## config.mk

```make
export PLATFORM = sky130hd
export DESIGN_NAME = erlc_lane
export DESIGN_NICKNAME = d
export VERILOG_FILES = /design/src/sv/element_rms_level_check_assert.svh /design/src/sv/erlc_pkg.sv /design/src/sv/erlc_lane.sv
export SDC_FILE = /design/constraint.sdc
export NUM_CORES = 2
export LEC_CHECK = 0
export BUFFER_PORTS_ARGS = -buffer_cell sky130_fd_sc_hd__clkbuf_2
export CAP_MARGIN = 20
export CORE_MARGIN = 10
export CORE_UTILIZATION = 45
export CTS_BUF_LIST = sky130_fd_sc_hd__clkbuf_16
export CTS_CLUSTER_SIZE = 12
export DETAILED_ROUTE_END_ITERATION = 6
export PLACE_DENSITY = 0.6
export SYNTH_ARGS = -nofsm -noshare
export SYNTH_HDL_FRONTEND = slang
export SYNTH_SLANG_ARGS = --single-unit
export TNS_END_PERCENT = 30
```

## constraint.sdc

```tcl
create_clock -name clk -period 17.3 [get_ports clk]
set_input_delay 2.595 -clock clk [delete_from_list [all_inputs] [get_ports clk]]
set_output_delay 2.595 -clock clk [all_outputs]
set_load 0.1 [all_outputs]
```

## src/sv/element_rms_level_check_assert.svh

```systemverilog
// Assertion macros for the element RMS level check block.
// Expects clk and rst to be visible where a macro is used.
`ifndef ELEMENT_RMS_LEVEL_CHECK_ASSERT_SVH
`define ELEMENT_RMS_LEVEL_CHECK_ASSERT_SVH

// Condition holds at every clock edge outside reset.
`define ERLC_ASSERT_ALWAYS(label, cond, msg) \
  label: assert property (@(posedge clk) disable iff (rst) (cond)) else $error(msg);

// Antecedent in one cycle implies consequent in the next.
`define ERLC_ASSERT_NEXT(label, ante, cons, msg) \
  label: assert property (@(posedge clk) disable iff (rst) (ante) |=> (cons)) else $error(msg);

`endif

```

## src/sv/erlc_pkg.sv

```systemverilog
// Shared types and constants for the element RMS level check block.
// No dependencies.
package erlc_pkg;

  localparam int SAMPLE_W = 16;
  localparam int WORD_W   = 32;
  localparam int POS_W    = 10;
  localparam int SUM_W    = 25;
  localparam int RMS_W    = 24;
  localparam int CNT_W    = 7;
  localparam int DCW_W    = 9;
  localparam int ELEM_W   = 6;
  localparam int FAIL_W   = 7;
  localparam int CIDX_W   = 3;
  localparam int MEAN_W   = 34;
  localparam int ACC_W    = 64;
  localparam int ROOT_W   = 32;
  localparam int ITER_W   = 7;

  localparam logic [RMS_W-1:0]  RMS_RESET_MIN = 24'h200000;
  localparam logic [RMS_W-1:0]  RMS_MAX       = 24'hFFFFFF;
  localparam logic [FAIL_W-1:0] FAIL_MAX      = 7'd127;

  typedef enum logic [CIDX_W-1:0] {
    CFG_DC_START  = 3'd0,
    CFG_DC_COUNT  = 3'd1,
    CFG_RMS_COUNT = 3'd2,
    CFG_LOW_LIM   = 3'd3,
    CFG_HIGH_LIM  = 3'd4
  } cfg_index_t;

  typedef enum logic [3:0] {
    L_IDLE, L_MEAN, L_WALK, L_SQ1, L_SQ2, L_SQ3, L_SQ4, L_DIV, L_SQRT, L_DONE
  } lane_state_t;

  typedef enum logic [2:0] {
    S_TAKE, S_START, S_READ, S_FEED, S_FINISH, S_WAIT, S_EMIT
  } top_state_t;

  typedef struct packed {
    logic start;
    logic feed;
    logic finish;
  } lane_ctl_t;

  typedef struct packed {
    logic ready;
    logic done;
  } lane_stat_t;

  typedef struct packed {
    logic clr_group;
    logic clr_run;
    logic load;
  } merge_ctl_t;

endpackage

```

## src/sv/erlc_lane.sv

```systemverilog
// One channel lane: DC mean divider, squared-deviation walk, variance divider
// and integer square root, sharing one shift register. Depends on erlc_pkg.
module erlc_lane (
  input  logic                                clk,
  input  logic                                rst,
  input  erlc_pkg::lane_ctl_t                 ctl,
  input  logic signed [erlc_pkg::SUM_W-1:0]   dc_sum,
  input  logic [erlc_pkg::DCW_W-1:0]          dc_count,
  input  logic [erlc_pkg::CNT_W-1:0]          n,
  input  logic signed [erlc_pkg::SAMPLE_W-1:0] sample,
  output erlc_pkg::lane_stat_t                stat,
  output logic [erlc_pkg::RMS_W-1:0]          rms
);
  import erlc_pkg::*;

  lane_state_t state, state_next;
  logic [ITER_W-1:0]        iter;
  logic                     neg;
  logic                     cnt_zero;
  logic [CNT_W-1:0]         n_q;
  logic [DCW_W-1:0]         divisor;
  logic [DCW_W-1:0]         rem;
  logic [ACC_W-1:0]         dq;
  logic signed [MEAN_W-1:0] mean;
  logic [MEAN_W-1:0]        a;
  logic [MEAN_W-1:0]        prod;
  logic [ACC_W-1:0]         acc;
  logic [ROOT_W-1:0]        root;
  logic [MEAN_W-1:0]        srem;

  logic [SUM_W-1:0]         sum_mag;
  logic [DCW_W:0]           trial;
  logic                     ge;
  logic signed [MEAN_W:0]   dev;
  logic [MEAN_W-1:0]        srem_sh;
  logic [MEAN_W-1:0]        strial;
  logic [32:0]              q33;

  always_comb begin
    sum_mag = dc_sum[SUM_W-1] ? SUM_W'(-dc_sum) : dc_sum;
    trial   = {rem, dq[ACC_W-1]} - {1'b0, divisor};
    ge      = !trial[DCW_W];
    dev     = ((MEAN_W+1)'(sample) <<< 8) - (MEAN_W+1)'(mean);
    srem_sh = {srem[MEAN_W-3:0], dq[ACC_W-1:ACC_W-2]};
    strial  = {root, 2'b01};
    // quotient as it stands once the current bit is shifted in
    q33     = {dq[31:0], ge};
  end

  always_comb begin
    state_next = state;
    unique case (state)
      L_IDLE, L_DONE: if (ctl.start) state_next = L_MEAN;
      L_MEAN: if (iter == ITER_W'(ACC_W-1)) state_next = L_WALK;
      L_WALK: begin
        if (ctl.finish) state_next = L_DIV;
        else if (ctl.feed) state_next = L_SQ1;
      end
      L_SQ1: state_next = L_SQ2;
      L_SQ2: state_next = L_SQ3;
      L_SQ3: state_next = L_SQ4;
      L_SQ4: state_next = L_WALK;
      L_DIV: if (iter == ITER_W'(ACC_W-1)) state_next = L_SQRT;
      L_SQRT: if (iter == ITER_W'(ROOT_W-1)) state_next = L_DONE;
      default: state_next = L_IDLE;
    endcase
  end

  always_comb begin
    stat.ready = (state == L_WALK);
    stat.done  = (state == L_DONE);
    if (n_q == '0) rms = '0;
    else if (root > ROOT_W'(RMS_MAX)) rms = RMS_MAX;
    else rms = root[RMS_W-1:0];
  end

  always_ff @(posedge clk) begin
    if (rst) begin
      state <= L_IDLE;
      iter  <= '0;
    end else begin
      state <= state_next;
      if (state_next != state) iter <= '0;
      else iter <= iter + 1'b1;
    end
  end

  always_ff @(posedge clk) begin
    unique case (state)
      L_IDLE, L_DONE: begin
        if (ctl.start) begin
          neg      <= dc_sum[SUM_W-1];
          cnt_zero <= (dc_count == '0);
          n_q      <= n;
          divisor  <= dc_count;
          rem      <= '0;
          dq       <= ACC_W'({sum_mag, 8'b0} + 33'(dc_count >> 1));
        end
      end
      L_MEAN: begin
        rem <= ge ? trial[DCW_W-1:0] : {rem[DCW_W-2:0], dq[ACC_W-1]};
        dq  <= {dq[ACC_W-2:0], ge};
        if (iter == ITER_W'(ACC_W-1)) begin
          acc <= '0;
          // mean is ready before the first sample is fed
          if (cnt_zero) mean <= '0;
          else mean <= neg ? -MEAN_W'(q33) : MEAN_W'(q33);
        end
      end
      L_WALK: begin
        if (ctl.feed) a <= dev[MEAN_W] ? MEAN_W'(-dev) : MEAN_W'(dev);
        if (ctl.finish) begin
          dq      <= acc;
          rem     <= '0;
          divisor <= DCW_W'(n_q);
        end
      end
      L_SQ1: prod <= MEAN_W'(a[16:0] * a[16:0]);
      L_SQ2: begin
        acc  <= acc + ACC_W'(prod);
        prod <= MEAN_W'(a[33:17] * a[16:0]);
      end
      L_SQ3: begin
        acc  <= acc + (ACC_W'(prod) << 18);
        prod <= MEAN_W'(a[33:17] * a[33:17]);
      end
      L_SQ4: acc <= acc + (ACC_W'(prod) << 34);
      L_DIV: begin
        rem <= ge ? trial[DCW_W-1:0] : {rem[DCW_W-2:0], dq[ACC_W-1]};
        dq  <= {dq[ACC_W-2:0], ge};
        root <= '0;
        srem <= '0;
      end
      L_SQRT: begin
        if (srem_sh >= strial) begin
          srem <= srem_sh - strial;
          root <= {root[ROOT_W-2:0], 1'b1};
        end else begin
          srem <= srem_sh;
          root <= {root[ROOT_W-2:0], 1'b0};
        end
        dq <= {dq[ACC_W-3:0], 2'b00};
      end
      default: ;
    endcase
  end

endmodule

```

==> flow_summary.ini <==
[run_status]
outcome = complete, but fails checks
failed_checks = design-rule violations

[synth]
synth_top_area_share_pct = 23.7
ys_warn_count = 0
synth_seq_area_share_pct = 19.0
ys_top_cells_by_area = fa_1, edfxtp_1, ha_1
synth_cells = 5809
synth_most_common_cell = inv_1
syn_area_um2 = 51800
yosysUniqueCellTypes = 98
synth-edff-count = 321
ys_async_sr_fraction_pct = 0
ys_seq_elements = 332
syn-num-nets = 6978
synth_commonest_cells = inv_1, fa_1, nand2_1, ha_1, edfxtp_1
avgSynthCellArea_um2 = 8.92
synth_flop_cell = edfxtp_1
synth_top_area_cell = fa_1

[routing]
detail_route.wirelength_mm = 153
viasPerCell = 5.64
wl_per_cell_um = 20.9
remaining_drc_errors = 5
detail-route-antenna-nets = 0
drt_iter0_drc = 3303
vias = 41200
firstDrtPassIters = 7

[worst_setup_path]
worst_setup_path_end_kind = register
r2r_end = prod[31]$_DFFE_PP_
worstSetupStartpointType = register
crit_end = prod[31]$_DFFE_PP_
reg2regPathDepth = 24
cp_data_arrival_time_ps = 8310
rrSetupSlack_ps = 9310
cp_max_fo = 27
crit_path_start = a[5]$_DFFE_PP_
required_ps = 17620
worstReg2RegStart = a[5]$_DFFE_PP_
crit_type = reg -> reg

[timing]
slew_headroom_pct = 26.2
period_share_pct = 46.2
slew_viol_final = 0
hold_viol_final = 0
period_needed_ps = 7990
setup_violations = 0
fmax_mhz = 125
finalClockSkew_ps = 25.9
tightest_slew_ps = 1110
grt_setup_unrepaired = false
tns_ps = 0

[die]
die_x_um = 359
start_util_pct = 45.3
core_region_area_um2 = 114000
die_area_um2 = 129000
die_h_um = 359
ios = 88
num_rows = 124

[power]
p_sw_uw = 573
p_seq_share_pct = 44.0
powerDensity_nw_per_um2 = 39.1
p_leak_uw = 0.0262
p_comb_share_pct = 10.6
p_clk_share_pct = 45.4
swShare_pct = 26.5
ir_drop_v = 0.0000742
p_int_uw = 1590

[clock_tree]
cts_setup_buffers = 0
ctsHoldBuffers = 0
clock_path_buffers = 3
cts_root_buf = clkbuf_16
clock-sinks = 332
cts.reportedPaths.clkPinSlew_ps = 70
post_cts_resized = 0
worstSkewPairLatency_ps = 620
htree_num_levels = 2
tritoncts = done
cts_inserted_buffers = 44

[placed_design]
portBuffers = 87
place_area_um2 = 53800
hpwl_mm = 115
gp_congestion = 0.921

[final_layout]
drive_gt1_share_pct = 5.64
design_area_um2 = 55300
nFillCells = 10900
layout.nets = 6927
seq_area_um2 = 9860
multi_input_area_um2 = 37200
area_delta_synth_final_pct = 6.82

[global_routing]
grt_max_degree = 78
antenna_found_initial = 1
grt_usage_pct = 23.3
grt_pass1_vias = 41500
overflow = 0
grt_first_pass_wirelength_mm = 241

[min_path]
hp-class = reg -> reg

[job]
maxCapViolations = 0
[layout by cell type, fill, tap and decap left out, types with 72 or more instances in the layout]
cell      Yosys  final
inv_1      1035   1037
fa_1        612    612
nand2_1     559    558
ha_1        495    495
edfxtp_1    321    321
nor2_1      319    315
a21oi_1     268    268
o21ai_0     229    228
and2_1      209    208
xnor2_1     182    182
xor2_1      147    147
a21o_1      134    134
nand3_1      88     88
clkbuf_2      1     87
nor3_1       74     72
[sequential cells by signal, summed over array words and instances (netlist names), 4 cells and up]
name     cells
a           34
acc         64
divisor      9
dq          64
iter         7
mean        34
n_q          7
prod        34
rem          9
root        32
srem        32
state        4
[worst min-delay path by stage]
stage	endpoint	cells after the start	startpoint	slack, ps
after floorplan	iter[0]$_SDFF_PP0_	1	iter[0]$_SDFF_PP0_	410
after global placement	iter[0]$_SDFF_PP0_	1	iter[0]$_SDFF_PP0_	430
after detailed placement	iter[0]$_SDFF_PP0_	1	iter[0]$_SDFF_PP0_	440
after CTS	iter[0]$_SDFF_PP0_	1	iter[0]$_SDFF_PP0_	440
after global routing	iter[0]$_SDFF_PP0_	1	iter[0]$_SDFF_PP0_	460
final	iter[0]$_SDFF_PP0_	1	iter[0]$_SDFF_PP0_	440
[area by class of cell]
class                      count  area share [%]
antenna                        1         0.00452
clock buffer                  45            2.04
clock inverter                37           0.733
inverter                    1041            7.06
multi-input combinational   4185            67.2
sequential                   332            17.8
tap                         1512            3.42
timing repair buffer         154            1.74
[per-stage QoR]
| step | utilization [%] | setup slack [ps] | hold slack (ps) | power [µW] | cells |
|---|---|---|---|---|---|
| detailed placement | 47.0 | 9250 | 435 | 1190 | 7223 |
| finish | 48.4 | 9310 | 439 | 2160 | 7307 |
| CTS | 48.4 | 9250 | 444 | 2180 | 7305 |
| global route | 48.4 | 8950 | 460 | 2240 | 7306 |
| floorplan | - | 10600 | 413 | 1120 | 5809 |
| global placement | 47.0 | 9220 | 432 | 1190 | 7222 |
[routing by layer]
metal	vias up	wire (µm)	GRT usage [%]
met3	188	9060	3.03
li1	19300	-	-
met1	20500	67700	31.9
met4	0	4110	5.91
met2	1183	72100	38.7
met5	-	0	0
[kinds of logic after synthesis]
logic type | Yosys count | synth area share [%]
and+or+nand+nor | 1572 | 14.7
buffers and inverters | 1292 | 9.39
AOI/OAI and AO/OA | 1132 | 14.8
adders and majority gates | 1107 | 35.6
xor gates and xnor gates | 329 | 5.56
DFF | 332 | 19.0
muxes | 45 | 0.932
[power by group through the flow]
stage / clock [µW] / sequential, µW / combinational, µW
floorplan: 0 / 951 / 165
global placement: 0 / 966 / 223
detailed placement: 0 / 966 / 228
CTS: 999 / 950 / 229
global route: 1030 / 955 / 254
finish: 982 / 952 / 230
[critical path, stage by stage, from the launching register on]
cell,delay (ps)
edfxtp_1,310
buf_4,400
clkinv_1,480
nor2_1,270
fa_1,480
fa_1,500
inv_1,50
fa_1,500
inv_1,50
fa_1,530
inv_1,50
fa_1,470
inv_1,50
fa_1,440
ha_1,410
and4_1,240
nor2b_1,270
nand3_1,110
nor3b_1,260
nor3_1,150
o31ai_1,470
a21oi_1,190
mux2i_1,150
o41ai_1,710
nand3_1,130
No activity file was read; power rests on OpenSTA's default activity.
