===== src/sv/element_rms_level_check_assert.svh =====
// Assertion macros for the element RMS level check block.
// Expects clk and rst to be visible where a macro is used.
`ifndef ELEMENT_RMS_LEVEL_CHECK_ASSERT_SVH
`define ELEMENT_RMS_LEVEL_CHECK_ASSERT_SVH

// Condition holds at every clock edge outside reset.
`define ERLC_ASSERT_ALWAYS(label, cond, msg) \
  label: assert property (@(posedge clk) disable iff (rst) (cond)) else $error(msg);

// Antecedent in one cycle implies consequent in the next.
`define ERLC_ASSERT_NEXT(label, ante, cons, msg) \
  label: assert property (@(posedge clk) disable iff (rst) (ante) |=> (cons)) else $error(msg);

`endif


===== src/sv/erlc_pkg.sv =====
// Shared types and constants for the element RMS level check block.
// No dependencies.
package erlc_pkg;

  localparam int SAMPLE_W = 16;
  localparam int WORD_W   = 32;
  localparam int POS_W    = 10;
  localparam int SUM_W    = 25;
  localparam int RMS_W    = 24;
  localparam int CNT_W    = 7;
  localparam int DCW_W    = 9;
  localparam int ELEM_W   = 6;
  localparam int FAIL_W   = 7;
  localparam int CIDX_W   = 3;
  localparam int MEAN_W   = 34;
  localparam int ACC_W    = 64;
  localparam int ROOT_W   = 32;
  localparam int ITER_W   = 7;

  localparam logic [RMS_W-1:0]  RMS_RESET_MIN = 24'h200000;
  localparam logic [RMS_W-1:0]  RMS_MAX       = 24'hFFFFFF;
  localparam logic [FAIL_W-1:0] FAIL_MAX      = 7'd127;

  typedef enum logic [CIDX_W-1:0] {
    CFG_DC_START  = 3'd0,
    CFG_DC_COUNT  = 3'd1,
    CFG_RMS_COUNT = 3'd2,
    CFG_LOW_LIM   = 3'd3,
    CFG_HIGH_LIM  = 3'd4
  } cfg_index_t;

  typedef enum logic [3:0] {
    L_IDLE, L_MEAN, L_WALK, L_SQ1, L_SQ2, L_SQ3, L_SQ4, L_DIV, L_SQRT, L_DONE
  } lane_state_t;

  typedef enum logic [2:0] {
    S_TAKE, S_START, S_READ, S_FEED, S_FINISH, S_WAIT, S_EMIT
  } top_state_t;

  typedef struct packed {
    logic start;
    logic feed;
    logic finish;
  } lane_ctl_t;

  typedef struct packed {
    logic ready;
    logic done;
  } lane_stat_t;

  typedef struct packed {
    logic clr_group;
    logic clr_run;
    logic load;
  } merge_ctl_t;

endpackage


===== src/sv/erlc_ifs.sv =====


interface erlc_result_if;
  logic                         valid;
  logic                         ready;
  logic [erlc_pkg::ELEM_W-1:0]  element;
  logic [erlc_pkg::RMS_W-1:0]   rms_value;
  logic                         failed;
  logic [erlc_pkg::FAIL_W-1:0]  failure_count;
  logic [erlc_pkg::RMS_W-1:0]   rms_minimum;
  logic [erlc_pkg::RMS_W-1:0]   rms_maximum;
  logic                         last;
  modport source (output valid, element, rms_value, failed, failure_count, rms_minimum,
                  rms_maximum, last, input ready);
  modport sink (input valid, element, rms_value, failed, failure_count, rms_minimum,
                rms_maximum, last, output ready);
endinterface



===== src/sv/erlc_merge.sv =====
// Merging stage: limit check, failure count, running min/max and the
// registered result port, two beats per pair. Depends on erlc_pkg, erlc_ifs.
module erlc_merge #(
  parameter int CHANNEL_PAIRS = 32
) (
  input  logic                          clk,
  input  logic                          rst,
  input  erlc_pkg::merge_ctl_t          ctl,
  input  logic [erlc_pkg::RMS_W-1:0]    rms_even,
  input  logic [erlc_pkg::RMS_W-1:0]    rms_odd,
  input  logic [erlc_pkg::RMS_W-1:0]    low_limit,
  input  logic [erlc_pkg::RMS_W-1:0]    high_limit,
  erlc_result_if.source                 result,
  output logic                          busy
);
  import erlc_pkg::*;

  localparam int PW = (CHANNEL_PAIRS > 1) ? $clog2(CHANNEL_PAIRS) : 1;

  logic [PW-1:0]     pair;
  logic [FAIL_W-1:0] fail_cnt;
  logic [RMS_W-1:0]  rmin, rmax, odd_hold, out_rms;
  logic [ELEM_W-1:0] out_elem;
  logic              valid, out_fail, out_last;

  logic [RMS_W-1:0]  cur;
  logic              fail;
  logic              step;

  always_comb begin
    cur  = ctl.load ? rms_even : odd_hold;
    fail = (cur > high_limit) || (cur < low_limit);
    step = ctl.load || (valid && result.ready && !out_last);
  end

  always_ff @(posedge clk) begin
    if (rst) begin
      valid    <= 1'b0;
      out_last <= 1'b0;
      pair     <= '0;
      fail_cnt <= '0;
      rmin     <= RMS_RESET_MIN;
      rmax     <= '0;
    end else begin
      if (ctl.clr_group) begin
        fail_cnt <= '0;
        pair     <= '0;
      end
      if (ctl.clr_run) begin
        rmin <= RMS_RESET_MIN;
        rmax <= '0;
      end
      if (step) begin
        if (fail && fail_cnt < FAIL_MAX) fail_cnt <= fail_cnt + 1'b1;
        if (cur < rmin) rmin <= cur;
        if (cur > rmax) rmax <= cur;
        out_rms  <= cur;
        out_fail <= fail;
        out_elem <= ELEM_W'({pair, !ctl.load});
        out_last <= !ctl.load;
        valid    <= 1'b1;
        if (ctl.load) odd_hold <= rms_odd;
      end else if (valid && result.ready) begin
        // odd beat taken: close the pair
        valid    <= 1'b0;
        out_last <= 1'b0;
        pair     <= (int'(pair) + 1 >= CHANNEL_PAIRS) ? '0 : pair + 1'b1;
      end
    end
  end

  assign result.valid         = valid;
  assign result.element       = out_elem;
  assign result.rms_value     = out_rms;
  assign result.failed        = out_fail;
  assign result.failure_count = fail_cnt;
  assign result.rms_minimum   = rmin;
  assign result.rms_maximum   = rmax;
  assign result.last          = out_last;
  assign busy                 = valid;

endmodule


===== src/flat_wrapper.sv =====
// flat-port wrapper written by rule: the top's interface ports become plain ports
module erlc_merge_flat import erlc_pkg::*;
#(
  parameter int CHANNEL_PAIRS = 32
)
  (clk, rst, ctl, rms_even, rms_odd, low_limit, high_limit, busy, result_valid, result_element, result_rms_value, result_failed, result_failure_count, result_rms_minimum, result_rms_maximum, result_last, result_ready);
  erlc_result_if result_i ();
  input  logic clk;
  input  logic rst;
  input  erlc_pkg::merge_ctl_t ctl;
  input  logic [erlc_pkg::RMS_W-1:0] rms_even;
  input  logic [erlc_pkg::RMS_W-1:0] rms_odd;
  input  logic [erlc_pkg::RMS_W-1:0] low_limit;
  input  logic [erlc_pkg::RMS_W-1:0] high_limit;
  output logic busy;
  output wire logic [$bits(result_i.valid)-1:0] result_valid;
  output wire logic [$bits(result_i.element)-1:0] result_element;
  output wire logic [$bits(result_i.rms_value)-1:0] result_rms_value;
  output wire logic [$bits(result_i.failed)-1:0] result_failed;
  output wire logic [$bits(result_i.failure_count)-1:0] result_failure_count;
  output wire logic [$bits(result_i.rms_minimum)-1:0] result_rms_minimum;
  output wire logic [$bits(result_i.rms_maximum)-1:0] result_rms_maximum;
  output wire logic [$bits(result_i.last)-1:0] result_last;
  input wire logic [$bits(result_i.ready)-1:0] result_ready;
  assign result_valid = result_i.valid;
  assign result_element = result_i.element;
  assign result_rms_value = result_i.rms_value;
  assign result_failed = result_i.failed;
  assign result_failure_count = result_i.failure_count;
  assign result_rms_minimum = result_i.rms_minimum;
  assign result_rms_maximum = result_i.rms_maximum;
  assign result_last = result_i.last;
  assign result_i.ready = result_ready;
  erlc_merge #(.CHANNEL_PAIRS(CHANNEL_PAIRS)) u_core (.clk(clk), .rst(rst), .ctl(ctl), .rms_even(rms_even), .rms_odd(rms_odd), .low_limit(low_limit), .high_limit(high_limit), .result(result_i), .busy(busy));
endmodule

===== config.mk =====
export PLATFORM = sky130hd
export DESIGN_NAME = erlc_merge_flat
export DESIGN_NICKNAME = d
export VERILOG_FILES = /design/src/sv/element_rms_level_check_assert.svh /design/src/sv/erlc_pkg.sv /design/src/sv/erlc_ifs.sv /design/src/sv/erlc_merge.sv /design/src/flat_wrapper.sv
export SDC_FILE = /design/constraint.sdc
export NUM_CORES = 1
export LEC_CHECK = 0
export BUFFER_PORTS_ARGS = -buffer_cell sky130_fd_sc_hd__buf_2
export CAP_MARGIN = 20
export CORE_MARGIN = 3
export CORE_UTILIZATION = 40
export DETAILED_ROUTE_END_ITERATION = 16
export GPL_ROUTABILITY_DRIVEN = 0
export SLEW_MARGIN = 20
export SYNTH_ARGS = -nofsm -noshare
export SYNTH_HDL_FRONTEND = slang
export SYNTH_SLANG_ARGS = --single-unit

===== constraint.sdc =====
create_clock -name clk -period 10.1 [get_ports clk]
set_clock_uncertainty 0.1 [all_clocks]
set_input_delay 1.01 -clock clk [delete_from_list [all_inputs] [get_ports clk]]
set_output_delay 1.01 -clock clk [all_outputs]
set_load 0.02 [all_outputs]

==> metrics.cfg <==
[timing]
slew_headroom_pct=35.6
timing.final.ws_setup_ns=5.31
rsz0062_at_grt=false
setup-tns-final_ns=0
fmax_mhz=209
fin_crit_ns=4.79
tightestPinTransition_ns=0.957
slew_viol_final=0
final_hold_viol_count=0
post-route-period-util_pct=47.4
setup_viol=0

[worst_setup_path]
critPathLaunch=ctl[0]
arrival_ns=5.03
worstPathCellList=buf_2 -> mux2_2 -> ha_1 -> nand4_1 -> nor4_1 -> o31ai_1 -> nand3_1 -> a21oi_1 -> or3b_2 -> a31oi_1
cp_num_buf_inv=1
r2r_start=u_core.odd_hold[19]$_DFFE_PP_
critPathLaunchType=input pin
cp_max_fo=27
slowest_delay_ns=0.87
crit_type=input pin to register
slowest_stage=nor4_1
cp_top_family=simple AND/OR/NAND/NOR gates
cp-end-kind=register
cp_data_required_time_ns=10.34

[die]
core_um2=17300
rows=48
num_io_pins=191
die_w_um=139
initial_core_util_pct=40.9
fp.dieH_um=139
dieArea_um2=19300

[final_layout]
num_antenna_cells=0
multi_input_area_um2=3620
drive_above_1_share_pct=31.5
regArea_um2=2890
finish.utilization_pct=50.8
syn2layout_area_growth_pct=24.0
fillers=1672
layout.nets=1081

[yosys]
syn_avg_cell_area_um2=10.3
yosysSeqAreaShare_pct=40.9
synth_common_cells=121 x inv_1, 96 x ha_1, 68 x nor2_1
netlist_instances=689
synth_top_area_share_pct=23.3
syn-cell-area_um2=7080
yosys.area.top_type=edfxtp_1
synth_area_leaders=edfxtp_1 23%, dfxtp_1 18%, ha_1 17%, inv_1 6.4%, o2bb2ai_2 4.2%
ys_ff_latch=117
synthesis.nets=887
ys.flop_type=dfxtp_1
async_flop_share_pct=0
yosys_warnings=0
synth.most_common_cell=inv_1
yosysUniqueCellTypes=68
synth-edff-count=55

[detailed_routing]
routed_wl_um=18800
dr.pass1.iters=5
drt_iter0_drc=245
drcViolationCount=0
avgViaCountPerCell=5.00
wire_per_inst_um=16.8
vias=5600
postRouteAntennaNets=0

[clock_tree]
path_clk_slew_ns=0.05
clockBufferDepth=2
cts-hold-fix-buffers=0
postCtsSetupRepairBufs=0
cts_resized=0
clkLatencyLatePin_ns=0.41
cts_max_level=4
root_buffer=clkbuf_16
numCtsBuffers=17
cts_tree=built
cts_num_sinks=117

[global_routing]
grt_usage_pct=19.6
grt_pass1_vias=5536
grt_max_degree=47
grt.overflow.total=0
antenna_found_initial=0
grt_pass1_wl_um=30100

[place]
post-place-ws_ns=4.93
hpwl_um=14000
place.port_buffers=190

[power]
pwr-share-clk_pct=38.6
p_per_area_nw_per_um2=159
p_leak_nw=4.26
seqPwrFrac_pct=39.3
finalPower_mw=1.39
power_frac_comb_pct=22.1
p_sw_share_pct=29.4
ir_drop_v=0.000117
p_int_uw=984
p_sw_uw=409

[flow_run]
drv_cap=0

[worst_hold_path]
hold_path_class=register to register
hold_path.startpoint=u_core.result.rms_maximum[3]$_SDFF_PP0_

[outcome]
outcome=finished clean

==> worst paths after layout <==
check	slack, ns	endpoint	cells past startpoint
max	5.31	u_core.result.failure_count[2]$_SDFF_PP0_	10
min	0.38	u_core.result.rms_maximum[3]$_SDFF_PP0_	1
max reg2reg	6.34	u_core.result.failure_count[2]$_SDFF_PP0_	9
min reg2reg	0.38	u_core.result.rms_maximum[3]$_SDFF_PP0_	1
==> area by class of cell <==
class                   count  area share [%]
multi-input cells         431            41.2
inverters                 121            5.17
flip-flops and latches    117            33.0
clock buffers              18            4.89
clock inverters            12            1.04
well taps                 225            3.21
repair buffers            195            11.5
==> layer usage <==
| metal | global-route usage [%] | share of wire (%) |
|---|---|---|
| met5 | 0 | 0 |
| met4 | 4.07 | 0.86 |
| met3 | 4.52 | 5.5 |
| met2 | 31.4 | 46 |
| met1 | 27.2 | 48 |
==> logic make-up (layout without fill, tap and decap cells) <==
group | count (synthesis) | after routing | synth area share [%]
AOI/OAI and AO/OA | 127 | 127 | 14.8
xor gates and xnor gates | 1 | 1 | 0.124
adders and majority gates | 96 | 96 | 17.0
buffers and inverters | 141 | 346 | 8.17
DFF | 117 | 117 | 40.9
muxes | 49 | 49 | 7.51
and+or+nand+nor | 158 | 158 | 11.5
==> state kept, by name, summed over array words and instances, names as in the netlist <==
register and count:
u_core.result.failure_count 7, u_core.odd_hold 24, u_core.result.last 1, u_core.pair 5, u_core.result.failed 1, u_core.result.rms_maximum 24
u_core.result.rms_minimum 24, u_core.result.element 6, u_core.busy 1, u_core.result.rms_value 24
==> power groups by stage <==
stage	Clock (mW)	Sequential (mW)	Combinational, mW
after floorplan	0	0.584	0.184
after global placement	0	0.558	0.305
after detailed placement	0	0.558	0.306
after CTS	0.553	0.548	0.309
after global routing	0.573	0.552	0.346
final	0.537	0.548	0.308
==> stage by stage <==
| stage | instances | area [um^2] | hold WS (ns) |
|---|---|---|---|
| 3_3_place_gp | 1088 | 8230 | 0.371 |
| 2_1_floorplan | 689 | 7080 | 0.354 |
| 4_1_cts | 1118 | 8750 | 0.382 |
| 3_5_place_dp | 1088 | 8230 | 0.374 |
| 6_report | 1119 | 8780 | 0.381 |
| 5_1_grt | 1119 | 8780 | 0.393 |
==> layout by cell type, fill, tap and decap left out, types with 4 or more instances in the layout <==
master,instances
o21ai_1,4
clkinv_2,5
inv_1,121
dfxtp_1,62
edfxtp_1,55
mux2_2,22
a21o_1,24
mux2i_1,25
nor2b_1,4
clkbuf_16,17
a21oi_1,32
o2bb2ai_1,4
buf_4,4
ha_1,96
nand3b_1,6
nand2b_1,6
buf_2,190
o2bb2ai_2,20
nand3_1,9
and3_1,4
nand4_1,15
o21a_1,4
nor2_1,66
o21ai_0,9
nand2_1,17
nor3_1,6
==> worst register-to-register path, stage by stage, from the launching register on <==
cell,delay (ns)
edfxtp_1,0.35
mux2_2,0.36
ha_1,0.34
nand4_1,0.20
nor4_1,0.87
o31ai_1,0.30
nand3_1,0.22
a21oi_1,0.27
or3b_2,0.52
a31oi_1,0.15
Note: power is estimated with default switching activity, not from simulation.
